[src/rtl/dstwr_pkg.sv]
`default_nettype none
// ----------------------------------------------------------------------------
// dstwr_pkg
// Shared types and constants of the two-way ranging time-of-flight block.
// ----------------------------------------------------------------------------
package dstwr_pkg;

    localparam int unsigned FLIGHT_BITS = 40;
    localparam int unsigned DIST_BITS   = 32;
    localparam int unsigned ADLY_BITS   = 16;
    localparam int unsigned MPT_BITS    = 32;
    localparam int unsigned CFG_IDX_BITS  = 1;
    localparam int unsigned CFG_DATA_BITS = 32;

    localparam logic [CFG_IDX_BITS-1:0] REG_ANTENNA_DELAY = 1'b0;
    localparam logic [CFG_IDX_BITS-1:0] REG_METRES_PER_TICK = 1'b1;

    localparam logic [MPT_BITS-1:0] MPT_RESET = 32'd20150973;

    typedef enum logic [1:0] {
        ST_OK      = 2'd0,
        ST_TIMEOUT = 2'd1,
        ST_INVALID = 2'd2
    } t_status;

endpackage : dstwr_pkg
`default_nettype wire

[src/rtl/dstwr_div_cell.sv]
`default_nettype none
// ----------------------------------------------------------------------------
// dstwr_div_cell
// One restoring-division cell: retires STEPS quotient bits per cycle while i_en is high on the
// remainder/numerator word it holds, then hands the word to the next cell.
// ----------------------------------------------------------------------------
module dstwr_div_cell
    import dstwr_pkg::*;
#(
    parameter int unsigned NB    = 80,
    parameter int unsigned DB    = 42,
    parameter int unsigned STEPS = 4,
    parameter int unsigned QB    = 80
) (
    input  wire logic          i_clk,
    input  wire logic          i_rst_n,
    input  wire logic          i_en,
    input  wire logic          i_valid,
    input  wire logic [DB:0]   i_rem,
    input  wire logic [NB-1:0] i_num,
    input  wire logic [DB-1:0] i_den,
    input  wire logic [QB-1:0] i_quo,
    input  wire logic [39:0]   i_tag,
    output logic               o_valid,
    output logic [DB:0]        o_rem,
    output logic [NB-1:0]      o_num,
    output logic [DB-1:0]      o_den,
    output logic [QB-1:0]      o_quo,
    output logic [39:0]        o_tag
);
    logic [DB:0]   n_rem;
    logic [NB-1:0] n_num;
    logic [QB-1:0] n_quo;
    logic [DB:0]   r_rem;
    logic [NB-1:0] r_num;
    logic [DB-1:0] r_den;
    logic [QB-1:0] r_quo;
    logic [39:0]   r_tag;
    logic          r_valid;

    // Shift in numerator bits, subtract where it fits
    always_comb begin
        logic [DB+1:0] t;
        n_rem = i_rem;
        n_num = i_num;
        n_quo = i_quo;
        for (int s = 0; s < STEPS; s++) begin
            t = {n_rem, n_num[NB-1]};
            n_num = {n_num[NB-2:0], 1'b0};
            if (t >= {2'b00, i_den}) begin
                t = t - {2'b00, i_den};
                n_quo = {n_quo[QB-2:0], 1'b1};
            end else begin
                n_quo = {n_quo[QB-2:0], 1'b0};
            end
            n_rem = t[DB:0];
        end
    end

    always_ff @(posedge i_clk) begin
        if (!i_rst_n) begin
            r_valid <= 1'b0;
        end else if (i_en) begin
            r_valid <= i_valid;
        end
    end

    always_ff @(posedge i_clk) begin
        if (i_en) begin
            r_rem <= n_rem;
            r_num <= n_num;
            r_den <= i_den;
            r_quo <= n_quo;
            r_tag <= i_tag;
        end
    end

    assign o_valid = r_valid;
    assign o_rem   = r_rem;
    assign o_num   = r_num;
    assign o_den   = r_den;
    assign o_quo   = r_quo;
    assign o_tag   = r_tag;
endmodule : dstwr_div_cell
`default_nettype wire

[config.mk]
export PLATFORM = sky130hd
export DESIGN_NAME = dstwr_div_cell
export DESIGN_NICKNAME = d
export VERILOG_FILES = /design/src/rtl/dstwr_pkg.sv /design/src/rtl/dstwr_div_cell.sv
export SDC_FILE = /design/constraint.sdc
export NUM_CORES = 1
export LEC_CHECK = 0
export CORE_UTILIZATION = 30
export CTS_BUF_LIST = sky130_fd_sc_hd__clkbuf_8
export CTS_CLUSTER_SIZE = 40
export DETAILED_ROUTE_END_ITERATION = 10
export DONT_BUFFER_PORTS = 1
export SETUP_SLACK_MARGIN = 0.1
export SLEW_MARGIN = 10
export SYNTH_ARGS = -nofsm -noshare
export SYNTH_HDL_FRONTEND = slang
export SYNTH_SLANG_ARGS = --single-unit
[constraint.sdc]
create_clock -name i_clk -period 18.8 [get_ports i_clk]
set_input_delay 4.7 -clock i_clk [delete_from_list [all_inputs] [get_ports i_clk]]
set_output_delay 4.7 -clock i_clk [all_outputs]
set_load 0.01 [all_outputs]
* After elaboration in Yosys (flattened, before gate mapping)
Index checks and enable logic that the tools add are counted.
** Storage, ports and cells
- Register bits after elaboration :: 282
- Word-level logic and storage cells :: 22
- Input port bits :: 289
- Output and inout bits :: 286
** Operators by class
- $add $sub $neg :: 4
- Magnitude comparators :: 4
- Mux-type cells :: 8
** Operators with widths (number)
- >= comparator 44 x 42 -> 1 bit :: 4
- two-way mux 43 bit :: 4
- subtractor 43 x 42 -> 43 bit :: 4
- two-way mux 1 bit :: 4

* Longest topological paths before layout
- Word-level depth :: 8
- Mapped depth :: 57
- Mapped depth without buffers :: 51

* Least setup slack after synthesis
No wires, ideal clock.
- Kind :: input port to flip-flop
- From :: input port i_den[37]
- To :: register r_rem[39] (netlist: o_rem[39]), data pin
- Path slack :: 3.162 ns
- Setup time :: 0.260 ns
- Data arrival time :: 15.378 ns
- Stages on the path :: 53
- Buffers on the path :: 7
- Required time :: 18.540 ns
- Cells stage by stage :: inv_1 ha_1 clkbuf_1 nand4_1 or3_1 o21ai_0 a21oi_1 and2_1 inv_2 buf_1 clkbuf_1 nor2_1 a21oi_1 ha_1 o21ai_1 a211oi_1 o31a_1 or3_1 (+17 left out) a21boi_1 a22oi_2 clkbuf_1 o21ai_0 inv_1 ha_1 nor2b_1 o21a_1 o21a_1 o211a_1 o31ai_1 o21ai_0 o41a_1 a221o_1 a21o_1 a21oi_1 xnor2_1 mux2_4
** Between the ends
- Cells in the longest elaborated chain, start to end :: 8
- Elaborated cells on any way between the ends :: 12
- Classes of those cells :: 4 x add/sub; 4 x order compare; 4 x mux
** Ends and longest elaborated chain
- from (decl) :: RTL line dstwr_div_cell.sv:21 : input wire logic [DB-1:0] i_den,
- subtractor 43 x 42 -> 43 bit or >= comparator 44 x 42 -> 1 bit (tied branches) :: RTL line dstwr_div_cell.sv:51, dstwr_div_cell.sv:50
- two-way mux 43 bit :: RTL line dstwr_div_cell.sv:50 : if (t >= {2'b00, i_den}) begin
- subtractor 43 x 42 -> 43 bit or >= comparator 44 x 42 -> 1 bit (tied branches) :: RTL line dstwr_div_cell.sv:51, dstwr_div_cell.sv:50
- two-way mux 43 bit :: RTL line dstwr_div_cell.sv:50
- >= comparator 44 x 42 -> 1 bit or subtractor 43 x 42 -> 43 bit (tied branches) :: RTL line dstwr_div_cell.sv:50, dstwr_div_cell.sv:51
- two-way mux 43 bit :: RTL line dstwr_div_cell.sv:50
- subtractor 43 x 42 -> 43 bit or >= comparator 44 x 42 -> 1 bit (tied branches) :: RTL line dstwr_div_cell.sv:51, dstwr_div_cell.sv:50
- two-way mux 43 bit (*) :: RTL line dstwr_div_cell.sv:50
- via n_rem[39] :: RTL line dstwr_div_cell.sv:31 : logic [DB:0] n_rem;
- to (signal assigned) :: RTL line dstwr_div_cell.sv:70 : r_rem <= n_rem;
- to (decl) :: RTL line dstwr_div_cell.sv:34 : logic [DB:0] r_rem;
Mark *: on every way through the listed nets, which the timed path passes. The rest lies on a longest branch.
A chain may end at the register's enable or synchronous reset.

* Final worst setup path
- From :: input port i_den[23]
- To :: register r_rem[39] (netlist: o_rem[39]), data pin
** Between the ends
- Cells in the longest elaborated chain, start to end :: 8
- Elaborated cells on any way between the ends :: 12
- Classes of those cells :: 4 x add/sub; 4 x order compare; 4 x mux
** Ends and longest elaborated chain (RTL line)
- subtractor 43 x 42 -> 43 bit or >= comparator 44 x 42 -> 1 bit (tied branches) :: dstwr_div_cell.sv:51, dstwr_div_cell.sv:50
- two-way mux 43 bit :: dstwr_div_cell.sv:50
- subtractor 43 x 42 -> 43 bit or >= comparator 44 x 42 -> 1 bit (tied branches) :: dstwr_div_cell.sv:51, dstwr_div_cell.sv:50
- two-way mux 43 bit :: dstwr_div_cell.sv:50
- subtractor 43 x 42 -> 43 bit or >= comparator 44 x 42 -> 1 bit (tied branches) :: dstwr_div_cell.sv:51, dstwr_div_cell.sv:50
- two-way mux 43 bit :: dstwr_div_cell.sv:50
- subtractor 43 x 42 -> 43 bit or >= comparator 44 x 42 -> 1 bit (tied branches) :: dstwr_div_cell.sv:51, dstwr_div_cell.sv:50
- two-way mux 43 bit (*) :: dstwr_div_cell.sv:50
- via n_rem[39] :: dstwr_div_cell.sv:31
Marked as above.

==> results.md <==
- Status: finished clean
- Fin Setup TNS: 0 ns
- R2R cell count: 2
- Worst slew margin: 23.9%
- Crit-path max FO: 57
- Total wire length: 73700 µm
- Final setup viols: 0
- Global placement routability congestion: 0.975
- Worst setup path start: i_den[23]
- Delay of the slowest critical-path stage: 0.50 ns
- CTS Buf Count: 47
- Synth top area cells: edfxtp_1 (42%), ha_1 (11%), a21oi_1 (4.4%)
- Core area: 0.0659 mm²
- Switch share: 40.6%
- Layout cells sized above 1: 17.0%
- Worst Path Arrival: 16.93 ns
- Fill cell total of the finished layout: 6524
- Worst-Margin Slew: 1.14 ns
- I/O pins: 575
- DRC viols: 0
- Sequential cell fraction of total power: 19.3%
- Vias in the first global route: 15.3k
- Clock Latency Late Sink: 0.58 ns
- Worst reg-to-reg setup slack: 18.05 ns
- Max VDD drop: 137 µV
- Hold Violations, Final: 0
- Leakage: 9.38 nW
- EDFF count, synth: 281
- Worst min-delay path class: reg -> reg
- Max cap viols: 0
- Die height: 260 µm
- WL/cell: 25.0 µm
- Yosys cell types: 91
- Synthesized flop and latch total: 282
- Max clock buf depth: 3
- Required time of the worst setup path: 19.14 ns
- Setup crit end: o_rem[39]$_DFFE_PP_
- Register area: 0.00846 mm²
- Die area: 0.0676 mm²
- Routed vias: 16.0k
- Postcts setup bufs: 0
- RSZ-0062 raised after global routing: false
- Remaining global-route overflow: 0
- Drt first pass iters: 5
- Clock Power Share: 10.4%
- Synth top area share: 42.2%
- Post-Route Utilization: 34.8%
- Smallest hold slack: 0.628 ns
- H-Tree Depth: 2
- Clock skew: 0 ns
- Avg Vias per Cell: 5.43
- Critical Path Most Common Cell: a21oi_1
- Fmax: 60.3 MHz
- Final #Nets: 2501
- Antenna violations before repair: 30
- Slowest-stage cell, CP: ha_1
- Max-slew violations: 0
- First-pass GRT wire length: 102000 µm
- Root Buffer Master: clkbuf_8
- Largest net degree at the start of global routing: 283
- Main synth FF type: edfxtp_1
- WS Path Type: in -> reg
- FFs w/ async S/R, synth: 0%
- DP Wirelength: 60900 µm
- Synth warn: 0
- Mapped Avg Cell Area: 10.5 µm²
- Reg clk slew, reported paths: 0.06 ns
- Resized cells post-CTS: 0
- Post-Syn Area: 0.0200 mm²
- CTS tree: built
- Clock sink total: 282
- Critical Path End Type: flop
- Die span in x: 260 µm
- Multi-input gate area: 0.0109 mm²
- Int Pwr: 0.00318 W
- R2R Path End: o_valid$_SDFFE_PN0P_
- Final Critical Period: 16.59 ns
- Starting Density: 30.3%
- DRT antenna net count: 0
- Final worst path period share: 88.2%
- Row count: 94
- Reg2Reg Launch Point: o_valid$_SDFFE_PN0P_
- Gr usage total: 20.7%
- Critical path depth: 53
- Delay-heaviest family, CP: compound AO/OA/AOI/OAI gates
- Crit start category: input port
- Min-Delay Path Depth: 2
- Cell with the most instances after synthesis: edfxtp_1
- Area delta synth->final: 14.7%
- Post-synthesis sequential area ratio: 42.3%
- Drt first-iter violations: 1109
- Cells after Synth: 1894
- Power density over the cells: 233 mW/mm²
- # hold bufs at CTS: 0
- CP Buf/Inv Count: 10
- Top cells by count, synth: edfxtp_1 (281), a21oi_1 (177), ha_1 (168), nand2_1 (128), nor2_1 (119)
- Area leader, netlist: edfxtp_1
- Gate power share: 70.3%
- P_sw: 0.00217 W
- IO buf count: 0
## cell families (layout without fill, tap and decap cells)
kind of cell | count (synthesis) | after routing | synth area share (%)
adders and majority gates | 172 | 172 | 10.9
xor gates and xnor gates | 139 | 139 | 6.09
buffers and inverters | 150 | 330 | 3.33
DFF | 282 | 282 | 42.3
other | 1 | 13 | 0.0188
AOI/OAI and AO/OA | 577 | 577 | 19.1
and+or+nand+nor | 456 | 456 | 11.0
muxes | 117 | 117 | 7.25
## registers in the layout, summed over array words and instances (netlist names)
signal and flops:
o_num 76, o_valid 1, o_quo 80, o_den 42
o_tag 40, o_rem 43
## layout by cell type (no fill, tap or decap), types with 10 or more instances in the layout
cell        n
edfxtp_1  281
nand4_1    25
a21o_1     87
nand2_1   128
mux2_4     38
o21bai_1   15
nor3_1     33
xor2_1     38
nand2b_1   18
clkinv_1   10
nor2_1    119
nor2b_1    15
ha_1      168
o21ai_0   103
a211oi_1   16
and2_1     13
mux2_2     66
and3_1     28
o31ai_1    10
xnor2_1   101
buf_4     145
inv_1     104
a21oi_1   177
nor4_1     11
nand3_1    32
a31oi_1    20
mux2i_1    10
clkbuf_8   49
o21a_1     24
## layer usage
metal / share of wire (%) / global-route usage (%) / vias to the layer above
li1: - / - / 7513
met1: 38 / 22.7 / 7698
met2: 50 / 37.3 / 624
met3: 7.6 / 5.96 / 147
met4: 4.0 / 8.38 / 26
met5: 0.26 / 0 / -
## tightest hold or removal path, stage by stage, from the launching register on
cell and delay, ns:
dfxtp_1 0.37, mux2i_1 0.15, nor2b_1 0.06
## power groups by stage
stage | Clock [W] | Sequential, W | Combinational [W]
2_1_floorplan | 0 | 0.000994 | 0.00253
4_1_cts | 0.000577 | 0.00104 | 0.00375
5_1_grt | 0.000598 | 0.00104 | 0.00409
3_5_place_dp | 0 | 0.00105 | 0.00373
6_report | 0.000557 | 0.00103 | 0.00376
3_3_place_gp | 0 | 0.00105 | 0.00367
## through the flow
| step | setup slack, ns | instance area, µm² | total power [W] | std cells |
|---|---|---|---|---|
| after detailed placement | 1.58 | 22000 | 0.00478 | 2855 |
| after floorplan | 3.16 | 20000 | 0.00352 | 1897 |
| after global routing | 1.53 | 22900 | 0.00572 | 2943 |
| final | 2.21 | 22900 | 0.00535 | 2950 |
| after global placement | 1.63 | 22000 | 0.00472 | 2855 |
| after CTS | 2.20 | 22900 | 0.00537 | 2941 |
## final cells by class
class,instances,share of cell area [%]
inverters,94,1.54
diodes,9,0.0983
well taps,864,4.72
repair buffers,150,5.19
multi-input cells,1465,47.4
clock inverters,37,1.18
clock buffers,49,2.94
flip-flops and latches,282,36.9
## worst min path at each step
stage | startpoint | slack, ns | to
finish | o_valid$_SDFFE_PN0P_ | 0.63 | o_valid$_SDFFE_PN0P_
global route | o_valid$_SDFFE_PN0P_ | 0.65 | o_valid$_SDFFE_PN0P_
CTS | o_valid$_SDFFE_PN0P_ | 0.62 | o_valid$_SDFFE_PN0P_
detailed placement | o_valid$_SDFFE_PN0P_ | 0.62 | o_valid$_SDFFE_PN0P_
global placement | o_valid$_SDFFE_PN0P_ | 0.60 | o_valid$_SDFFE_PN0P_
floorplan | o_valid$_SDFFE_PN0P_ | 0.54 | o_valid$_SDFFE_PN0P_
No activity file was read; power rests on OpenSTA's default activity.
